File: src/sv/pcbp_pkg.sv
// Shared types and constants for the prefix-code bit packer.
package pcbp_pkg;

  // Request codes carried in the mode field
  localparam logic [1:0] MODE_LOAD   = 2'd0;
  localparam logic [1:0] MODE_SYMBOL = 2'd1;
  localparam logic [1:0] MODE_END    = 2'd2;
  localparam logic [1:0] MODE_RSVD   = 2'd3;

  // Symbol whose code closes a message
  localparam logic [7:0] END_SYMBOL = 8'h04;

  // Job queue between the lookup front and the packing back
  localparam int QUEUE_DEPTH = 2;
  localparam int QUEUE_AW    = $clog2(QUEUE_DEPTH);
  localparam int QUEUE_CW    = $clog2(QUEUE_DEPTH + 1);

  typedef struct packed {
    logic [1:0]  mode;
    logic [4:0]  entry_index;
    logic [7:0]  entry_symbol;
    logic [31:0] entry_code;
    logic [5:0]  entry_length;
    logic [7:0]  data_byte;
  } in_item_t;

  typedef struct packed {
    logic [7:0] out_byte;
    logic       last_byte;
  } out_item_t;

  // One packing job: a right-aligned code, its length, and the flush flag
  typedef struct packed {
    logic        is_end;
    logic [5:0]  length;
    logic [31:0] code;
  } job_t;

endpackage

File: src/sv/pcbp_queue.sv
// Short job queue that decouples table lookup from bit packing.
module pcbp_queue (
  input  logic            clk,
  input  logic            rst_n,
  input  logic            push,
  output logic            full,
  input  pcbp_pkg::job_t  job_in,
  input  logic            pop,
  output logic            empty,
  output pcbp_pkg::job_t  job_out
);
  import pcbp_pkg::*;

  job_t                slots_r [QUEUE_DEPTH];
  logic [QUEUE_AW-1:0] wr_ptr_r;
  logic [QUEUE_AW-1:0] rd_ptr_r;
  logic [QUEUE_CW-1:0] count_r;
  logic                do_push;
  logic                do_pop;

  assign full    = (count_r == QUEUE_CW'(QUEUE_DEPTH));
  assign empty   = (count_r == '0);
  assign do_push = push && !full;
  assign do_pop  = pop && !empty;
  assign job_out = slots_r[rd_ptr_r];

  always_ff @(posedge clk) begin
    if (!rst_n) begin
      wr_ptr_r <= '0;
      rd_ptr_r <= '0;
      count_r  <= '0;
    end else begin
      if (do_push) begin
        wr_ptr_r <= wr_ptr_r + QUEUE_AW'(1);
      end
      if (do_pop) begin
        rd_ptr_r <= rd_ptr_r + QUEUE_AW'(1);
      end
      if (do_push && !do_pop) begin
        count_r <= count_r + QUEUE_CW'(1);
      end else if (do_pop && !do_push) begin
        count_r <= count_r - QUEUE_CW'(1);
      end
    end
  end

  always_ff @(posedge clk) begin
    if (do_push) begin
      slots_r[wr_ptr_r] <= job_in;
    end
  end

endmodule

File: src/sv/pcbp_front.sv
// Request intake: table writes, first-match symbol lookup and job issue.
module pcbp_front #(
  parameter int TABLE_ENTRIES = 32,
  parameter int MAX_CODE_LEN  = 32
) (
  input  logic               clk,
  input  logic               rst_n,
  input  logic               in_push,
  output logic               in_full,
  input  pcbp_pkg::in_item_t in_item,
  output logic               q_push,
  input  logic               q_full,
  output pcbp_pkg::job_t     q_job
);
  import pcbp_pkg::*;

  localparam int IW = $clog2(TABLE_ENTRIES);
  localparam int LW = $clog2(MAX_CODE_LEN + 1);
  localparam int CW = MAX_CODE_LEN;

  typedef enum logic [1:0] {ST_IDLE, ST_FIND, ST_READ, ST_PUSH} state_t;

  state_t                   state_r;
  logic [TABLE_ENTRIES-1:0] valid_r;
  logic [7:0]               sym_r [TABLE_ENTRIES];
  logic [LW+CW-1:0]         code_mem_r [TABLE_ENTRIES];
  logic [TABLE_ENTRIES-1:0] match_r;
  logic                     is_end_r;
  logic                     hit_r;
  logic [IW-1:0]            idx_r;
  logic [LW+CW-1:0]         rd_word_r;
  logic                     rd_valid_r;

  logic [7:0]               key;
  logic [TABLE_ENTRIES-1:0] match_nxt;
  logic [IW-1:0]            find_idx;
  logic                     find_hit;
  logic [IW-1:0]            ld_idx;
  logic                     ld_ok;
  logic [LW-1:0]            ld_len;
  logic                     accept;
  logic                     load_we;

  assign in_full = (state_r != ST_IDLE);
  assign accept  = in_push && !in_full;
  assign key     = (in_item.mode == MODE_END) ? END_SYMBOL : in_item.data_byte;
  assign ld_idx  = IW'(in_item.entry_index);
  assign ld_ok   = (32'(in_item.entry_index) < TABLE_ENTRIES);
  assign ld_len  = (32'(in_item.entry_length) > MAX_CODE_LEN) ? LW'(MAX_CODE_LEN)
                                                              : LW'(in_item.entry_length);
  assign load_we = accept && (in_item.mode == MODE_LOAD) && ld_ok;

  // An unwritten entry reads as symbol zero
  always_comb begin
    for (int i = 0; i < TABLE_ENTRIES; i++) begin
      match_nxt[i] = valid_r[i] ? (sym_r[i] == key) : (key == 8'h00);
    end
  end

  // Lowest matching entry wins
  always_comb begin
    find_idx = '0;
    find_hit = 1'b0;
    for (int i = TABLE_ENTRIES - 1; i >= 0; i--) begin
      if (match_r[i]) begin
        find_idx = IW'(i);
        find_hit = 1'b1;
      end
    end
  end

  assign q_push       = (state_r == ST_PUSH) && !q_full && (hit_r || is_end_r);
  assign q_job.is_end = is_end_r;
  assign q_job.length = (hit_r && rd_valid_r) ? 6'(rd_word_r[LW+CW-1:CW]) : 6'd0;
  assign q_job.code   = 32'(rd_word_r[CW-1:0]);

  always_ff @(posedge clk) begin
    if (!rst_n) begin
      state_r <= ST_IDLE;
      valid_r <= '0;
    end else begin
      unique case (state_r)
        ST_IDLE: begin
          if (accept) begin
            unique case (in_item.mode)
              MODE_LOAD: begin
                if (ld_ok) begin
                  valid_r[ld_idx] <= 1'b1;
                end
              end
              MODE_SYMBOL, MODE_END: begin
                match_r  <= match_nxt;
                is_end_r <= (in_item.mode == MODE_END);
                state_r  <= ST_FIND;
              end
              MODE_RSVD: begin
              end
              default: begin
              end
            endcase
          end
        end
        ST_FIND: begin
          idx_r   <= find_idx;
          hit_r   <= find_hit;
          state_r <= ST_READ;
        end
        ST_READ: begin
          state_r <= ST_PUSH;
        end
        ST_PUSH: begin
          // drop unmatched symbols; hold until the queue has room
          if (!(hit_r || is_end_r) || !q_full) begin
            state_r <= ST_IDLE;
          end
        end
        default: begin
          state_r <= ST_IDLE;
        end
      endcase
    end
  end

  always_ff @(posedge clk) begin
    if (load_we) begin
      sym_r[ld_idx]      <= in_item.entry_symbol;
      code_mem_r[ld_idx] <= {ld_len, in_item.entry_code[CW-1:0]};
    end
    rd_word_r  <= code_mem_r[idx_r];
    rd_valid_r <= valid_r[idx_r];
  end

endmodule

File: src/sv/pcbp_back.sv
// Bit packer: shifts job codes out MSB first, emits full bytes and pads the last partial byte of an end job.
module pcbp_back #(
  parameter int MAX_CODE_LEN = 32
) (
  input  logic                clk,
  input  logic                rst_n,
  input  logic                q_empty,
  input  pcbp_pkg::job_t      q_job,
  output logic                q_pop,
  output logic                out_empty,
  input  logic                out_pop,
  output pcbp_pkg::out_item_t out_item
);
  import pcbp_pkg::*;

  localparam int LW = $clog2(MAX_CODE_LEN + 1);
  localparam int CW = MAX_CODE_LEN;
  localparam int SW = ((LW > 3) ? LW : 3) + 1;

  typedef enum logic {B_IDLE, B_RUN} state_t;

  state_t        state_r;
  logic [CW-1:0] code_r;
  logic [LW-1:0] rem_r;
  logic [6:0]    pbits_r;
  logic [2:0]    pcount_r;
  logic          end_r;
  logic          out_valid_r;
  out_item_t     out_item_r;

  logic [CW+7:0] ext;
  logic [14:0]   win;
  logic [SW-1:0] avail;
  logic [3:0]    take;
  logic [7:0]    full_byte;
  logic [7:0]    flush_byte;
  logic [6:0]    absorb_bits;
  logic          can_emit;
  logic [LW-1:0] shamt;

  assign ext         = {code_r, 8'h00};
  assign win         = {pbits_r, ext[CW+7 -: 8]};
  assign avail       = SW'(pcount_r) + SW'(rem_r);
  assign take        = 4'd8 - {1'b0, pcount_r};
  assign full_byte   = 8'(win >> pcount_r);
  assign flush_byte  = 8'({pbits_r, 8'h00} >> pcount_r);
  assign absorb_bits = 7'(win >> (4'd8 - 4'(rem_r)));
  assign can_emit    = !out_valid_r || out_pop;
  assign q_pop       = (state_r == B_IDLE) && !q_empty;
  assign shamt       = LW'(CW) - LW'(q_job.length);
  assign out_empty   = !out_valid_r;
  assign out_item    = out_item_r;

  always_ff @(posedge clk) begin
    if (!rst_n) begin
      state_r     <= B_IDLE;
      pcount_r    <= '0;
      out_valid_r <= 1'b0;
    end else begin
      if (out_pop && out_valid_r) begin
        out_valid_r <= 1'b0;
      end
      unique case (state_r)
        B_IDLE: begin
          if (!q_empty) begin
            code_r  <= q_job.code[CW-1:0] << shamt;
            rem_r   <= LW'(q_job.length);
            end_r   <= q_job.is_end;
            state_r <= B_RUN;
          end
        end
        B_RUN: begin
          priority if (avail >= SW'(8)) begin
            if (can_emit) begin
              out_item_r.out_byte  <= full_byte;
              out_item_r.last_byte <= end_r && (SW'(rem_r) == SW'(take));
              out_valid_r          <= 1'b1;
              code_r               <= code_r << take;
              rem_r                <= rem_r - LW'(take);
              pcount_r             <= '0;
            end
          end else if (rem_r != '0) begin
            pbits_r  <= absorb_bits;
            pcount_r <= 3'(pcount_r + 3'(rem_r));
            rem_r    <= '0;
          end else if (end_r && (pcount_r != '0)) begin
            if (can_emit) begin
              out_item_r.out_byte  <= flush_byte;
              out_item_r.last_byte <= 1'b1;
              out_valid_r          <= 1'b1;
              pcount_r             <= '0;
              state_r              <= B_IDLE;
            end
          end else begin
            state_r <= B_IDLE;
          end
        end
        default: begin
          state_r <= B_IDLE;
        end
      endcase
    end
  end

endmodule

File: src/sv/prefix_code_bit_packer.sv
// Flow: a load request is written at its accepting edge and the next may follow at once; a
// symbol or end request holds in_full through the find, read and push states (longer while the
// queue is full), and with the packer idle its job then passes the queue before its first byte.
// Lookup handles one symbol or end request at a time; the packer takes a job, emits each full
// byte, parks any leftover bits and then flushes or goes idle, each as its own step. The
// two-entry queue absorbs the gap, and a held pop stalls the packer for as long as it is held.
// Reset (rst_n low, synchronous): table reads as all-zero entries, packer and queue emptied.
module prefix_code_bit_packer #(
  parameter int TABLE_ENTRIES = 32,
  parameter int MAX_CODE_LEN  = 32
) (
  input  logic                clk,
  input  logic                rst_n,
  input  logic                in_push,
  output logic                in_full,
  input  pcbp_pkg::in_item_t  in_item,
  output logic                out_empty,
  input  logic                out_pop,
  output pcbp_pkg::out_item_t out_item
);
  import pcbp_pkg::*;

  // Front to queue
  logic q_push;
  logic q_full;
  job_t q_in_job;

  // Queue to back
  logic q_pop;
  logic q_empty;
  job_t q_out_job;

  // The front takes each request. Loads write the symbol flops and the code
  // memory at once and leave the front free next cycle. Symbol and end
  // requests compare the key against every entry, register the match row,
  // pick the lowest hit, read the code memory and then issue one job.
  // Unmatched symbols issue nothing; an end request always issues a job so
  // the packer flushes even when no end code exists.
  pcbp_front #(
    .TABLE_ENTRIES (TABLE_ENTRIES),
    .MAX_CODE_LEN  (MAX_CODE_LEN)
  ) u_front (
    .clk     (clk),
    .rst_n   (rst_n),
    .in_push (in_push),
    .in_full (in_full),
    .in_item (in_item),
    .q_push  (q_push),
    .q_full  (q_full),
    .q_job   (q_in_job)
  );

  // A short queue lets lookup of the next request run while the packer
  // is still draining bytes, or while the consumer holds off pop.
  pcbp_queue u_queue (
    .clk     (clk),
    .rst_n   (rst_n),
    .push    (q_push),
    .full    (q_full),
    .job_in  (q_in_job),
    .pop     (q_pop),
    .empty   (q_empty),
    .job_out (q_out_job)
  );

  // The back left-aligns each code and advances it a byte at a time into
  // a single output register; the final byte of an end request is marked
  // last, whether it is a full byte or the zero-padded remainder.
  pcbp_back #(
    .MAX_CODE_LEN (MAX_CODE_LEN)
  ) u_back (
    .clk       (clk),
    .rst_n     (rst_n),
    .q_empty   (q_empty),
    .q_job     (q_out_job),
    .q_pop     (q_pop),
    .out_empty (out_empty),
    .out_pop   (out_pop),
    .out_item  (out_item)
  );

endmodule

File: config.mk
export PLATFORM = sky130hd
export DESIGN_NAME = prefix_code_bit_packer
export DESIGN_NICKNAME = d
export VERILOG_FILES = /design/src/sv/pcbp_pkg.sv /design/src/sv/pcbp_queue.sv /design/src/sv/pcbp_front.sv /design/src/sv/pcbp_back.sv /design/src/sv/prefix_code_bit_packer.sv
export SDC_FILE = /design/constraint.sdc
export NUM_CORES = 2
export LEC_CHECK = 0
export ABC_CLOCK_PERIOD_IN_PS = 11000
export BUFFER_PORTS_ARGS = -buffer_cell sky130_fd_sc_hd__buf_2
export CAP_MARGIN = 5
export CELL_PAD_IN_SITES_DETAIL_PLACEMENT = 1
export CELL_PAD_IN_SITES_GLOBAL_PLACEMENT = 1
export CORE_MARGIN = 10
export CORE_UTILIZATION = 42
export CTS_CLUSTER_DIAMETER = 150
export DETAILED_ROUTE_END_ITERATION = 16
export PLACE_DENSITY_LB_ADDON = 0.05
export SYNTH_ARGS = -nofsm -noshare
export SYNTH_HDL_FRONTEND = slang
export SYNTH_SLANG_ARGS = --single-unit
File: constraint.sdc
create_clock -name clk -period 11 [get_ports clk]
set_input_delay 0.55 -clock clk [delete_from_list [all_inputs] [get_ports clk]]
set_output_delay 0.55 -clock clk [all_outputs]
set_load 0.05 [all_outputs]
# --- After elaboration in Yosys (flattened, before gate mapping) ---
# Memories as Yosys holds them, arrays and structs flattened. A register that Yosys moved wholly into a read port is not among the register bits.
# Index checks and enable logic that the tools add are counted.
op_classes:
  bitwise_logic: 4
  n_eq_ne: 48
  reduce_logical: 50
  mux: 113
  shift: 5
  n_lt_le_gt_ge: 5
  add_sub_neg: 10
op_table:
  columns: ["cell", "n"]
  rows:
  - ["equality test 8 bit", 32]
  - ["two-way mux 32 bit", 3]
  - ["two-way mux 5 bit", 16]
  - ["case mux 32 bit (2 select lines)", 1]
  - ["two-way mux 1 bit", 53]
  - ["two-way mux 9 bit", 5]
  - ["two-way mux 6 bit", 6]
  - ["two-way mux 4 bit", 8]
  - ["OR 32 bit", 1]
  - ["left shift 32 x 4 -> 32 bit", 1]
  - ["left shift 32 x 6 -> 32 bit", 1]
  - ["OR reduction 31 bit", 1]
  - [">> shifter 15 x 3 -> 8 bit", 2]
  - ["two-way mux 3 bit", 8]
  - ["AND reduction 4 bit", 4]
  - ["OR reduction 16 bit", 1]
  - [">> shifter 15 x 4 -> 7 bit", 1]
  - ["logical AND 1 bit", 14]
  - ["two-way mux 2 bit", 7]
  - ["less-than comparator 5 x 6 -> 1 bit, second input constant", 2]
  - ["case mux 6 bit (2 select lines)", 1]
  - ["inequality test 2 bit, second input constant", 5]
  - ["AND reduction 3 bit", 3]
  - ["equality test 2 bit, second input constant", 4]
  - ["other kinds (34)", 55]
word_totals:
  ramBits: 1550
  word_cells: 261
  ff_bits: 138
  out_inout_bits: 11
  mem_count: 3
memory_table:
  columns: ["name", "words", "word_bits", "read_ports", "rd_clocked_by_memory_dff", "write_ports", "line", "source"]
  rows:
  - ["u_front.code_mem_r", 32, 38, 1, 1, 1, "pcbp_front.sv:26", "logic [LW+CW-1:0] code_mem_r [TABLE_ENTRIES];"]
  - ["u_front.sym_r", 32, 8, 32, 0, 1, "pcbp_front.sv:25", "logic [7:0] sym_r [TABLE_ENTRIES];"]
  - ["u_queue.slots_r", 2, 39, 1, 1, 1, "pcbp_queue.sv:14", "job_t slots_r [QUEUE_DEPTH];"]

# --- Logic depth before layout (Yosys ltp) ---
depth:
  depth_word: 31
  ltp_mapped: 15
  mapped_depth_nobuf: 10

# --- By module ---
# Synthesis repeated with hierarchy kept, for this count alone.
unflattened:
  hier_cells: 4193
  hier_area_um2: 71055.6
by_module_without_submodules:
  columns: ["module", "area_per_inst_um2", "cells_each", "n_inst"]
  rows:
  - ["pcbp_front", 61410.1, 3308, 1]
  - ["pcbp_back", 6603.8, 739, 1]
  - ["pcbp_queue", 3041.7, 146, 1]

# --- Worst setup path after synthesis ---
# No wires, ideal clock.
synth_path:
  kind: "reg-to-reg"
  from: "register u_back.pcount_r[1]"
  to: "register u_back.code_r[30] (enable)"
  setup_time_ns: 0.330
  arrival_time_ns: 3.568
  t_required_ns: 10.670
  setup_slack_ns: 7.102
  path_stages_with_launch: 8
  path_buffers: 1
  path_cell_list: "dfxtp_1 -> buf_1 -> inv_1 -> fa_1 -> and4_1 -> o21a_1 -> o21bai_1 -> a21boi_0"
synth_via:
  elab_chain_len: 4
synth_rtl:
  columns: ["item", "line", "source"]
  rows:
  - ["from (decl)", "pcbp_back.sv:26", "logic [2:0] pcount_r;"]
  - ["from (signal assigned)", "pcbp_back.sv:84", "pcount_r <= 3'(pcount_r + 3'(rem_r));"]
  - ["adder 3 x 6 -> 7 bit", "pcbp_back.sv:43", "assign avail = SW'(pcount_r) + SW'(rem_r);"]
  - ["greater-or-equal comparator 7 x 4 -> 1 bit", "pcbp_back.sv:73", "priority if (avail >= SW'(8)) begin"]
  - ["inequality test 2 bit (no source line)", null, null]
  - ["AND reduction 4 bit (no source line)", null, null]
  - ["to (signal assigned)", "pcbp_back.sv:66", "code_r <= q_job.code[CW-1:0] << shamt;"]
  - ["to (signal assigned)", "pcbp_back.sv:78", "code_r <= code_r << take;"]
  - ["to (decl)", "pcbp_back.sv:23", "logic [CW-1:0] code_r;"]
# Every way passes these cells.
# A chain may end at the register's enable or synchronous reset.

==> impl_metrics.yaml <==
finish:
  layout-drive-gt1-share_pct: 25.1
  syn_to_final_growth_pct: 12.9
  nets: 3852
  fin_util_pct: 47.7
  final_cell_area_um2: 79700
  layoutNonFillerInstCount: 6128
clock_tree:
  clk_latency_ps: 820
  cts_resized: 0
  h-tree-depth: 4
  clk_path_buf_depth: 3
  cts.hold.buffers_added: 0
  cts_setup_buffers: 0
  cts.sinks: 1727
  cts_made_buffers: 184
  clkTransAtPathRegs_ps: 60
  tritoncts: "done"
  cts-root-buf: "clkbuf_16"
sta:
  slew_viol_final: 0
  slew_headroom_pct: 17.5
  finalCritPeriodShare_pct: 40.4
  fmax_ghz: 0.225
  fin_tns_setup_ps: 0
  setup_viol: 0
  holdWs_ps: 190
  min_period_ps: 4440
  finalClockSkew_ps: 23.1
  hold_viol: 0
  worstMarginPinSlew_ps: 1230
  rsz0062_at_grt: "no"
global_routing:
  overflow: 0
  grt_util_met1_pct: 27.9
  grt_busiest_layer: "met2"
  grt_pass1_wl_mm: 278
  grtUsageMet2_pct: 34.6
  antenna_found_initial: 11
  grt_max_degree: 93
  grt_usage_pct: 20.7
  globalRouteMet3Util_pct: 3.38
  grt_pass1_vias: 38506
placement:
  place_area_um2: 73800
  place_hpwl_mm: 108
  place.gp.congestion: 0.790
  dp_cells: 5784
  port_buffers: 75
floorplan:
  dieArea_um2: 185000
  rows: 150
  die-width_um: 430
  initial_core_util_pct: 42.2
  fp.dieH_um: 430
  io_pins: 76
  core_um2: 167000
job:
  cap_violations: 0
drt:
  vias: 35588
  drc: 0
  drtAntennaViolNets: 0
  routed_wirelength_mm: 193
  first_pass_iters: 5
  vias_per_cell: 5.81
  drtIter0Drc: 3278
  routedWlPerCell_um: 31.5
synthesis:
  synthFlopType: "edfxtp_1"
  syn_inst: 3627
  ys_seq_area_share_pct: 72.3
  syn_nets: 3712
  ys_types: 64
  synth_edf_count: 1644
  syn_area_per_cell_um2: 19.5
  yosysMostFrequentCell: "edfxtp_1"
  syn_area_um2: 70500
  synth_top_area_share_pct: 70.0
  ys_top_cells_by_area: "edfxtp_1 70%, mux4_2 14%, xor2_1 2.9%"
  yosys_warnings: 0
  yosys.area.top_type: "edfxtp_1"
  async_flop_share_pct: 0
  synthTopCellsByCount: "1644 x edfxtp_1, 428 x mux4_2, 232 x xor2_1, 122 x mux2i_1, 109 x nor2_1"
  synth-seq-cells: 1727
worst_setup_path:
  crit_path_max_fanout: 92
  required_ps: 11690
  max_stage_delay_ps: 890
  crit_slowest_cell: "buf_4"
  path_class: "reg2reg"
  crit_chain: "buf_12 > buf_4 > buf_4 > mux4_2 > mux4_2 > mux2_2"
  cp-start-kind: "flop"
  end_kind: "flop"
  arrival_ps: 5130
power_and_ir_drop:
  vdd_drop_max_uv: 167
  power.density_nw_per_um2: 201
  p_leak_nw: 25.3
min_path:
  worstHoldPathType: "in2reg"
outcome:
  run_status: "completed"
critical path: cells and delay by family (launching register included):
family	cells	cell delay [ps]
buffers and inverters	3	2370
muxes	3	1380
DFF	1	370
sequential cells by signal (all words and copies together), names as in the netlist, named ones only:
signal / flops
u_back.out_item: 9
u_back.state_r: 1
u_back.pcount_r: 3
u_back.code_r: 32
u_back.out_valid_r: 1
u_back.end_r: 1
u_queue.rd_ptr_r: 1
u_front.rd_word_r: 38
u_front.code_mem_r: 1216
u_front.idx_r: 5
u_queue.wr_ptr_r: 1
u_back.rem_r: 6
u_front.state_r: 2
u_back.pbits_r: 7
u_front.match_r: 32
u_front.rd_valid_r: 1
u_front.hit_r: 1
u_front.is_end_r: 1
u_queue.slots_r: 78
u_queue.count_r: 2
u_front.sym_r: 256
u_front.valid_r: 32
metrics by stage:
stage	setup WS, ps	total power, W
floorplan	7100	0.00928
global route	6090	0.0166
CTS	6330	0.0162
detailed placement	6350	0.0101
finish	6560	0.0160
global placement	6380	0.0101
worst paths after layout:
kind                                      startpoint               endpoint  slack, ps  depth (start not counted)
worst max-delay path                u_front.idx_r[0]  u_front.rd_word_r[19]       6560                          6
worst min register to register  u_front.rd_word_r[8]  u_queue.slots_r[0][8]        440                          0
worst max register to register      u_front.idx_r[0]  u_front.rd_word_r[19]       6560                          6
worst min-delay path                         out_pop     u_back.out_valid_r        190                          3
cell families (layout without fill, tap and decap cells):
group / after synthesis / count (layout) / synth area share, %
other: 0 / 7 / 0
xor gates and xnor gates: 271 / 271 / 3.38
muxes: 631 / 631 / 16.7
AOI/OAI and AO/OA: 296 / 296 / 2.70
DFF: 1727 / 1727 / 72.3
adders and majority gates: 20 / 20 / 0.376
buffers and inverters: 239 / 529 / 1.47
and+or+nand+nor: 443 / 443 / 3.06
area by class of cell:
cell class | count | area [um^2]
Fill cell | 15123 | 87400
Sequential cell | 1727 | 51000
Multi-Input combinational cell | 1661 | 18800
Clock buffer | 243 | 5000
Tap cell | 2204 | 2760
Timing Repair Buffer | 157 | 1020
Clock inverter | 93 | 887
Inverter | 36 | 135
Antenna cell | 7 | 17.5
metal layers:
layer,wire length (um),share of wire (%)
met2,96100,50
met5,24,0.012
met1,82700,43
met4,5070,2.6
met3,9300,4.8
report_power, final:
part           total, W  internal (W)  switching, W
sequential      0.00767       0.00745      0.000224
clock           0.00606       0.00354       0.00251
combinational   0.00229      0.000960       0.00133
cells in the final DEF (no fill, tap or decap), types with 52 or more instances in the layout:
cell,instances
o21ai_0,92
mux4_2,428
nor2_1,75
edfxtp_1,1644
dfxtp_1,81
mux2i_1,122
clkbuf_16,189
buf_2,75
nor4_1,74
a21oi_1,52
mux2_2,81
xor2_1,231
nand3_1,64
nand2_1,102
buf_4,80
No activity file was read; power rests on OpenSTA's default activity.
